## config.mk

```make
export PLATFORM = sky130hd
export DESIGN_NAME = zs_gen
export DESIGN_NICKNAME = d
export VERILOG_FILES = /design/src/hdl/zs_pkg.sv /design/src/hdl/zs_gen.sv
export SDC_FILE = /design/constraint.sdc
export NUM_CORES = 1
export LEC_CHECK = 0
export ABC_AREA = 1
export BUFFER_PORTS_ARGS = -buffer_cell sky130_fd_sc_hd__buf_2
export CAP_MARGIN = 25
export CORE_ASPECT_RATIO = 2
export CORE_MARGIN = 3
export CORE_UTILIZATION = 55
export CTS_CLUSTER_SIZE = 28
export DETAILED_ROUTE_END_ITERATION = 16
export PLACE_DENSITY = 0.67
export SLEW_MARGIN = 0
export SYNTH_ARGS = -nofsm -noshare
export SYNTH_HDL_FRONTEND = slang
export SYNTH_SLANG_ARGS = --single-unit
```

## constraint.sdc

```tcl
create_clock -name clk_i -period 6.15 [get_ports clk_i]
set_input_delay 1.23 -clock clk_i [delete_from_list [all_inputs] [get_ports clk_i]]
set_output_delay 1.23 -clock clk_i [all_outputs]
set_load 0.005 [all_outputs]
```

## src/hdl/zs_pkg.sv

```systemverilog
`timescale 1ns / 1ps
// ----------------------------------------------------------------------------
// zs_pkg
// shared widths, constants, action codes and control structs of the sampler
// ----------------------------------------------------------------------------
package zs_pkg;

  localparam int unsigned TABLE_SIZE_DEF = 65536;
  localparam int unsigned STREAMS_DEF    = 32;

  localparam int unsigned ACTION_W = 2;
  localparam int unsigned STREAM_W = 5;
  localparam int unsigned ENTRY_W  = 16;
  localparam int unsigned WORD_W   = 31;
  localparam int unsigned SAMPLE_W = 16;
  localparam int unsigned MUL_W    = 15;
  localparam int unsigned PROD_W   = WORD_W + MUL_W;

  localparam logic [MUL_W-1:0]  LCG_MUL = 15'd16807;
  localparam logic [WORD_W-1:0] LCG_MOD = 31'h7FFF_FFFF;

  typedef enum logic [ACTION_W-1:0] {
    ACT_LOAD = 2'd0,
    ACT_SEED = 2'd1,
    ACT_DRAW = 2'd2
  } action_e;

  typedef struct packed {
    logic                draw;
    logic                seed;
    logic [STREAM_W-1:0] stream;
    logic [WORD_W-1:0]   seed_val;
  } gen_req_t;

  typedef struct packed {
    logic              done;
    logic [WORD_W-1:0] x;
  } gen_rsp_t;

  typedef struct packed {
    logic               load;
    logic               start;
    logic [ENTRY_W-1:0] addr;
    logic [WORD_W-1:0]  data;
  } srch_req_t;

  typedef struct packed {
    logic                done;
    logic [SAMPLE_W-1:0] index;
  } srch_rsp_t;

endpackage

```

## src/hdl/zs_gen.sv

```systemverilog
`timescale 1ns / 1ps
// ----------------------------------------------------------------------------
// zs_gen
// per-stream generator state memory with read, multiply, fold and write back
// ----------------------------------------------------------------------------
module zs_gen #(
  parameter int unsigned STREAMS = zs_pkg::STREAMS_DEF
) (
  input  logic             clk_i,
  input  logic             rst_ni,
  input  zs_pkg::gen_req_t req_i,
  output zs_pkg::gen_rsp_t rsp_o
);
  import zs_pkg::*;

  localparam int unsigned SW = (STREAMS > 1) ? $clog2(STREAMS) : 1;

  logic [WORD_W-1:0] state_mem [STREAMS];
  logic [STREAMS-1:0] vld_q;
  logic [SW-1:0]      idx, idx_q, waddr;
  logic [WORD_W-1:0]  rdata_q, x_cur, x_new, wdata;
  logic               hit_q, rd_q, mul_q, we;
  logic [PROD_W-1:0]  prod_d, prod_q;
  logic [WORD_W:0]    sum;

  assign idx   = SW'(req_i.stream);
  assign we    = req_i.seed | mul_q;
  assign waddr = mul_q ? idx_q : idx;
  assign wdata = mul_q ? x_new : req_i.seed_val;

  always_ff @(posedge clk_i) begin
    if (we) begin
      state_mem[waddr] <= wdata;
    end
    rdata_q <= state_mem[idx];
  end

  always_ff @(posedge clk_i or negedge rst_ni) begin
    if (!rst_ni) begin
      vld_q <= '0;
      hit_q <= 1'b0;
      rd_q  <= 1'b0;
      mul_q <= 1'b0;
      idx_q <= '0;
    end else begin
      if (we) begin
        vld_q[waddr] <= 1'b1;
      end
      hit_q <= vld_q[idx];
      rd_q  <= req_i.draw;
      mul_q <= rd_q;
      if (req_i.draw) begin
        idx_q <= idx;
      end
    end
  end

  // never-written streams start at one
  assign x_cur  = hit_q ? rdata_q : WORD_W'(1);
  assign prod_d = x_cur * LCG_MUL;

  always_ff @(posedge clk_i) begin
    prod_q <= prod_d;
  end

  // mersenne fold, a sum equal to the modulus stays as is
  assign sum   = {1'b0, prod_q[WORD_W-1:0]} + (WORD_W + 1)'(prod_q[PROD_W-1:WORD_W]);
  assign x_new = (sum > {1'b0, LCG_MOD}) ? WORD_W'(sum - {1'b0, LCG_MOD}) : sum[WORD_W-1:0];

  assign rsp_o.done = mul_q;
  assign rsp_o.x    = x_new;

endmodule

```

### After elaboration in Yosys (flattened, before gate mapping)

Memories as Yosys holds them, arrays and structs flattened. A register that Yosys moved wholly into a read port is not among the register bits.
Cells that the tools add are included.

* input port bits: 40
* memories kept: 1
* bits in registers: 86
* bits in latches: 0
* ROM bits: 0
* RAM bits: 992

* $lt $le $gt $ge: 4
* reduce and logical (&&, ||, !) cells: 1
* shift-type cells: 0
* add/sub/neg operators: 2
* bitwise operators: 2
* divide/modulo/power cells: 0
* mux-type cells: 10
* $mul: 1
* equality and inequality tests: 0

Memory list
* state_mem: depth 32, width 31, read ports 1, clocked after memory_dff 1, write ports 1, line zs_gen.sv:18 `logic [WORD_W-1:0] state_mem [STREAMS];`

Operator list (count)
* two-way mux 31 bit: 3
* multiplier 31 x 15 -> 46 bit, second input constant: 1
* adder 31 x 15 -> 32 bit: 1
* greater-than comparator 32 x 31 -> 1 bit, second input constant: 1
* OR 32 bit: 1
* subtractor 31 bit, second input constant: 1
* < comparator 5 x 6 -> 1 bit, second input constant: 2
* binary-select mux 1 bit (select 5 bit): 1
* demux 1 bit (select 5 bit): 1
* greater-or-equal comparator 5 x 1 -> 1 bit, second input constant: 1
* two-way mux 5 bit: 1
* two-way mux 1 bit: 4
* logical AND 1 bit: 1
* OR 1 bit: 1

### Logic depth before layout (Yosys ltp)

Gate-level depths: netlist of the first run.

* depth in word-level cells: 6
* gate-level depth with buffers: 29
* gate-level depth less buffers: 27

### Worst setup path before layout of the first run

No wires, ideal clock.

* path kind: reg2reg
* start point: register hit_q
* end point: register prod_q[42]
* cell stages (with the launch flop): 25
* library setup time: 0.072 ns
* slack: 0.731 ns
* path buffers: 2
* arrival: 5.347 ns
* path through: dfrtp_1 > clkbuf_1 > clkbuf_1 > nand2_1 > inv_1 > fa_1 > ha_1 > inv_1 > fa_1 > inv_1 > fa_1 > fa_1 > inv_1 > fa_1 > inv_1 > ha_1 > nand2_1 > nor2_1 > inv_1 > nor2_1 > inv_1 > nor3_1 > nand3_1 > nand3_1 > xor2_1

* longest elaborated chain between the ends: 2

Ends and longest elaborated chain
* start: declaration: line zs_gen.sv:22 `logic hit_q, rd_q, mul_q, we;`
* start signal: assignment: line zs_gen.sv:49 `hit_q <= vld_q[idx];`
* two-way mux 31 bit: line zs_gen.sv:59 `assign x_cur = hit_q ? rdata_q : WORD_W'(1);`
* multiplier 31 x 15 -> 46 bit: line zs_gen.sv:60 `assign prod_d = x_cur * LCG_MUL;`
* via prod_d[42]: line zs_gen.sv:23 `logic [PROD_W-1:0] prod_d, prod_q;`
* end signal: assignment: line zs_gen.sv:63 `prod_q <= prod_d;`
* end: declaration: line zs_gen.sv:23

The timed path passes the listed nets, and every way through them passes these cells.
A chain may end at the register's enable or synchronous reset.

### Worst setup path in the final report of the first run

* start point: register hit_q
* end point: register prod_q[38]

The elaborated chain is that of the path after synthesis.

==> results of run 1 <==
-- layout make-up --
class                   count  area, um^2  area share, %
diodes                      9        22.5         0.0388
clock buffers             115        2470           4.27
clock inverters            57         512          0.882
inverters                 467        1770           3.05
multi-input cells        2831       17700           30.5
flip-flops and latches   1109       32300           55.8
well taps                1207        1510           2.60
repair buffers            187        1710           2.95
-- per-layer routing --
metal | track usage, % | vias to the layer above | wire length [um]
met5 | 0 | - | 87
met1 | 34.8 | 18400 | 52900
met3 | 8.25 | 577 | 13200
li1 | - | 16500 | -
met2 | 57.5 | 1725 | 84300
met4 | 25.3 | 12 | 14700
-- registers in the layout, summed over array words and instances, names as in the netlist --
| signal | cells |
|---|---|
| hit_q | 1 |
| rd_q | 1 |
| state_mem | 992 |
| idx_q | 5 |
| vld_q | 32 |
| rdata_q | 31 |
| mul_q | 1 |
| prod_q | 46 |
-- power by group through the flow --
stage | sequential [mW] | clock, mW | combinational (mW)
2_1_floorplan | 9.89 | 0 | 9.73
3_3_place_gp | 10.1 | 0 | 14.4
3_5_place_dp | 10.1 | 0 | 14.6
4_1_cts | 9.94 | 5.95 | 14.6
5_1_grt | 10.0 | 6.22 | 16.8
6_report | 9.97 | 5.90 | 15.3
-- worst paths after layout --
check / cells after the start / to / slack (ns) / startpoint
worst min-delay path: 1 / hit_q / 0.31 / rst_ni
worst max-delay path: 22 / prod_q[38] / 0.25 / hit_q
min in group clk_i: 0 / mul_q / 0.35 / rd_q
worst min register to register: 0 / mul_q / 0.35 / rd_q
worst max register to register: 22 / prod_q[38] / 0.25 / hit_q
max in group asynchronous: 2 / idx_q[0] / 5.40 / rst_ni
-- cell usage in the layout (no fill, tap or decap), drive strengths merged, types with 13 or more instances in the layout --
| master | synthesis | layout |
|---|---|---|
| edfxtp | 992 | 992 |
| nor2 | 760 | 760 |
| o21ai | 625 | 625 |
| inv | 465 | 469 |
| nand2 | 415 | 415 |
| ha | 199 | 199 |
| buf | 64 | 186 |
| o221ai | 180 | 180 |
| nand3 | 137 | 137 |
| clkbuf | 168 | 116 |
| fa | 111 | 111 |
| dfxtp | 77 | 77 |
| o22ai | 70 | 70 |
| a21oi | 66 | 66 |
| or2 | 49 | 49 |
| a31oi | 47 | 47 |
| xor2 | 45 | 45 |
| dfrtp | 40 | 40 |
| clkinv | 2 | 40 |
| a32oi | 28 | 28 |
| xnor2 | 19 | 19 |
| nor3 | 16 | 16 |
| nand4 | 13 | 13 |
-- logic make-up (layout without fill, tap and decap cells) --
family,count (synthesis),count (layout),synth area share [%]
xor gates and xnor gates,64,64,1.11
AOI/OAI and AO/OA,1047,1047,11.9
buffers and inverters,699,826,5.16
and+or+nand+nor,1410,1410,11.1
DFF,1109,1109,61.7
other,0,9,0
adders and majority gates,310,310,8.99
-- repair_timing --
item	in CTS	in global routing
endpoints found under the hold margin	0	0
endpoints found under the setup margin	0	3
hold buffers	0	0
resized for setup	0	2
setup buffers	0	0
-- stage by stage --
stage                     total power, mW  worst slack (ns)  area [um^2]  utilization (%)  cells
after floorplan                      19.6             0.731        52400                -   4639
after global placement               24.6             0.224        54600             57.9   5785
after detailed placement             24.7             0.237        54800             58.1   5793
after CTS                            30.5             0.203        57800             61.3   5965
after global routing                 33.0            0.0140        58000             61.5   5974
final                                31.1             0.249        58000             61.5   5982
==> results by group, run 1 <==
Outcome
  • Status: finished, final reports clean

STA
  • Peak Freq: 169 MHz
  • Finish-stage setup viols: 0
  • Layout Skew: around 0.04 ns
  • Final hold slack: 0.307 ns
  • Slew margin rel.: 15.7%
  • Final Cycle Share: 95.9%
  • Fin. max-slew vios: 0
  • Final hold vios: 0
  • RSZ-0062 raised after global routing: no
  • Actual slew at the worst max-slew pin: about 1.3 ns
  • Fin Setup TNS: 0 ns
  • Final min period: slightly below 6 ns

Synthesis
  • FFs w/ async S/R, synth: 3.61%
  • Synth unique cells: 55
  • Cell with the most instances after synthesis: edfxtp_1
  • Area share of the largest cell type after synthesis: 56.8%
  • Yosys top cell by area: edfxtp_1
  • Synth top area cells: edfxtp_1 57%, o21ai_0 5.8%, nor2_1 5.4%
  • Sequential area share after synthesis: 61.7%
  • Top_reg_cell synth: edfxtp_1
  • #FFs+latches synth: 1109
  • Number of enable flip-flop cells after synthesis: slightly below 1000
  • Post-Syn Instances: 4639
  • Synthesized net count: roughly 5000
  • YS warnings: 0
  • List of most frequent post-synthesis cells: 992 x edfxtp_1, 754 x nor2_1, 609 x o21ai_0, 458 x inv_1, 402 x nand2_1
  • Avg Cell Area, Syn: ~11 um^2
  • Mapped Area: between 50000 and 60000 um^2

Drt
  • DRT Pass-1 Iters: 7
  • DRT Wirelength: 165000 um
  • Remaining DRCs: 0
  • Routed via count: 37200
  • Final ANT Viol Nets: 0
  • DR iter-0 viols: roughly 3900
  • DR vias/cell: 6.22
  • Wirelength per Cell: 27.6 um

Worst setup path
  • Critical path required time: 6.78 ns
  • Worst-path cell chain: buf_4 -> nand2_1 -> inv_1 -> fa_1 -> ha_1 -> inv_1 -> fa_1 -> inv_1 -> fa_1 -> fa_1 -> inv_1 -> fa_1 -> inv_1 -> ha_1 -> nand2_1 -> nor2_1 -> inv_1 -> nor2_1 -> and3_1 -> nand4_1 -> nand3_1 -> xor2_1
  • Largest delay share family, worst path: adder cells
  • CP max-delay cell: fa_1
  • CP max stage delay: 0.51 ns
  • Most used cell along the critical path: inv_1
  • CP Capture Type: register
  • Kind of critical path: register to register
  • Type of origin of the critical path: register
  • Critical path buffer and inverter count: 7
  • Crit path max fanout: 16
  • Crit path DAT: 6.53 ns

Placed design
  • Port bufs: 71
  • Placer Congestion: 1.11
  • Post-DP HPWL: 106000 um

Floorplan
  • # rows: around 160
  • Top Ports: 72
  • Die area: approximately 99000 um^2
  • Die height: 443 um
  • Placeable Area: 94300 um^2
  • Die X-Extent: 224 um
  • Initial core utilization: 55.6%

Power
  • Sw Pwr: between 10 and 15 mW
  • Comb power frac: just under 50%
  • Leak: between 20 and 25 nW
  • Power Dens Cells: 537 nW/um^2
  • Reg power frac: 32.0%
  • Switching Share: around 44%
  • Clock power share: between 10% and 20%
  • Internal Pwr Total: between 15 and 20 mW
  • Peak VDD IR: approximately 530 uV

Min path
  • Worst hold path type: input port to async pin

Global route
  • Global route overflow: 0
  • Initial antenna violation count: 22
  • First-pass GRT wire length: 239000 um
  • Vias in the first global route: ~37000
  • Pin count of the biggest net entering global routing: 232
  • Total track usage: 33.4%

Clock tree
  • Worst skew pair latency: 0.72 ns
  • TritonCTS Buffers: 95
  • Clock Sinks: ~1100
  • CTS tree: built
  • Clock Path Buffers: 3
  • H-tree depth: 3
  • Root Driver: clkbuf_16
  • Clock-pin slew on the worst setup and hold paths: about 0.07 ns

Run
  • Number of max-cap violations: 0

Finish
  • Area growth, synth to finish: 10.7%
  • FILL cells: around 7400
  • Share of post-route cells with drive strength above 1: a little under a tenth
  • # nets final: 5041
No activity file was read; power rests on OpenSTA's default activity.
==> inputs of run 2 (changes only) <==
Settings changed: REMOVE_ABC_BUFFERS set to 1.
Clock period 6.15 ns to 5.6 ns, I/O delays scaled along.
==> run 2 against run 1 <==
  * Count of clock-buffer cells in the layout increased by 11
  * Largest power group unchanged
  * Clock skew decreased by 0.0092 ns
  * Fmax increased by 7.4%
  * Sequential share of layout area decreased by 1.2 points
  * Non-clock buffer count increased by 139
==> results by group, run 2 (synthesis gave the netlist of run 1 again) <==
Outcome
  • Status: finished, final reports clean

Finish
  • Area growth, synth to finish: 13.1%
  • Commonest non-fill, non-tap cell in the layout: edfxtp_1
  • Final Instance Area: 59300 um^2
  • Multi-input logic area: 17900 um^2
  • # nets final: 5179
  • Largest reg by FF count: state_mem
  • FILL cells: 7511
  • Largest registers: state_mem: 992 flops, prod_q: 46 flops, vld_q: 32 flops
  • Final Util: 62.9%
  • Most frequent cells in the layout: 992 x edfxtp_1, 700 x nor2_1, 589 x o21ai_0
  • Share of post-route cells with drive strength above 1: between 10% and 20%
  • Sequential Area: 32300 um^2
  • Max FFs per register: 992

Global route
  • Pin count of the biggest net entering global routing: 176
  • Total track usage: about a third
  • Initial antenna violation count: 10
  • Global route overflow: 0
  • First-pass GRT wire length: 244000 um
  • Vias in the first global route: 37400

Drt
  • Wirelength per Cell: 27.8 um
  • DR iter-0 viols: ~3800
  • Final ANT Viol Nets: 0
  • DRT Wirelength: 170000 um
  • Remaining DRCs: 0
  • DRT Pass-1 Iters: 5
  • Routed via count: 37600
  • DR vias/cell: ~6.1

STA
  • Fin. max-slew vios: 0
  • Finish-stage setup viols: 0
  • Layout Skew: roughly 0.03 ns
  • Actual slew at the worst max-slew pin: 1.07 ns
  • Slew margin rel.: around 29%
  • Peak Freq: 182 MHz
  • Final hold vios: 0
  • Final Cycle Share: 98.1%
  • Final min period: 5.49 ns
  • RSZ-0062 raised after global routing: yes

Worst setup path
  • CP max-delay cell: fa_1
  • Type of origin of the critical path: register
  • Critical path required time: 6.22 ns
  • R2r worst-path depth: 28
  • Critical path buffer and inverter count: 11
  • Crit path DAT: around 6 ns
  • Cell count along the critical path: 28
  • R2R Setup Slk: 0.11 ns
  • Largest delay share family, worst path: adder cells
  • CP Capture Type: register
  • RR Startpoint: hit_q
  • CP max stage delay: about 0.5 ns
  • Reg2Reg Capture Point: prod_q[42]
  • Crit path max fanout: 16
  • Kind of critical path: register to register
  • Most used cell along the critical path: inv_1

Clock tree
  • CTS Hold Bufs: 0
  • Clock-pin slew on the worst setup and hold paths: 0.07 ns
  • TritonCTS Buffers: between 90 and 100
  • Clock Sinks: roughly 1100
  • H-tree depth: 3
  • CTS tree: built
  • Worst skew pair latency: 0.70 ns
  • Clock Path Buffers: 3
  • Root Driver: clkbuf_16

Floorplan
  • Placeable Area: 94300 um^2
  • Initial core utilization: ~56%
  • Die height: approximately 440 um
  • Top Ports: 72
  • # rows: about 160
  • Die area: 99200 um^2
  • Die X-Extent: 224 um

Placed design
  • Post-DP HPWL: 114000 um
  • Placer Congestion: 0.991
  • Port bufs: 71
  • Area after DPL: 55800 um^2

Power
  • Leak: roughly 23 nW
  • Peak VDD IR: around 500 uV
  • Total power: between 30 and 40 mW
  • Power Dens Cells: 640 nW/um^2

Min path
  • Worst hold path type: input port to async pin

Run
  • Number of max-cap violations: 0
## run 2: changes by cell type in the layout (fill, tap and decap cells not counted), moves of 7 or more
| cell | previous run | this run |
|---|---|---|
| buf_4 | 82 | 219 |
| nor2_1 | 722 | 700 |
| nor2_2 | 4 | 22 |
| o21ai_0 | 603 | 589 |
| nand2_1 | 402 | 389 |
| nand2_2 | 12 | 25 |
| o21ai_1 | 12 | 23 |
| inv_2 | 4 | 12 |
| a21oi_1 | 65 | 58 |
| a21oi_2 | 1 | 8 |
| clkbuf_1 | 19 | 26 |
| ha_1 | 199 | 192 |
| inv_1 | 457 | 450 |
| inv_6 | 3 | 10 |
## run 2: area by class of cell
| type | count | share of cell area (%) |
|---|---|---|
| repair buffers | 326 | 4.66 |
| multi-input cells | 2831 | 30.3 |
| diodes | 4 | 0.0169 |
| clock buffers | 126 | 4.29 |
| clock inverters | 48 | 0.675 |
| inverters | 467 | 2.99 |
| flip-flops and latches | 1109 | 54.5 |
| well taps | 1207 | 2.55 |
## run 2: per-stage QoR
stage / setup slack, ns / TNS [ns] / std cells / hold slack (ns)
CTS: 0.000802 / 0 / 6103 / 0.352
global route: -0.137 / -1.04 / 6116 / 0.315
floorplan: -1.59 / -1048.97 / 4407 / 0.331
detailed placement: -0.140 / -0.564 / 5929 / 0.337
global placement: -0.0510 / -0.146 / 5926 / 0.334
finish: 0.108 / 0 / 6118 / 0.314
## run 2: where the power goes
part	total, mW	switching [mW]	internal, mW
registers	10.9	0.376	10.6
logic	20.6	12.6	8.00
clock network	6.38	2.97	3.41
total	37.9	16.0	22.0
## run 2: worst max-delay path by stage
stage / start / endpoint
global route: hit_q / prod_q[39]
finish: hit_q / prod_q[42]
CTS: hit_q / prod_q[42]
floorplan: req_i[31] / state_mem[10][0]
detailed placement: hit_q / prod_q[42]
global placement: hit_q / prod_q[26]
## run 2: layer usage
| metal | global-route usage [%] | up-vias | routed length [um] |
|---|---|---|---|
| li1 | - | 16800 | - |
| met1 | 35.9 | 18600 | 53800 |
| met2 | 61.3 | 1730 | 89400 |
| met3 | 5.95 | 525 | 12100 |
| met4 | 24.6 | 4 | 14800 |
| met5 | 0 | - | 26 |
## run 2: what timing repair did
item                                   4_1_cts  5_1_grt
resized for setup                            8       91
pin swaps                                    0        4
endpoints found under the hold margin        0        0
setup endpoints to repair                   11       28
setup buffers                                0        2
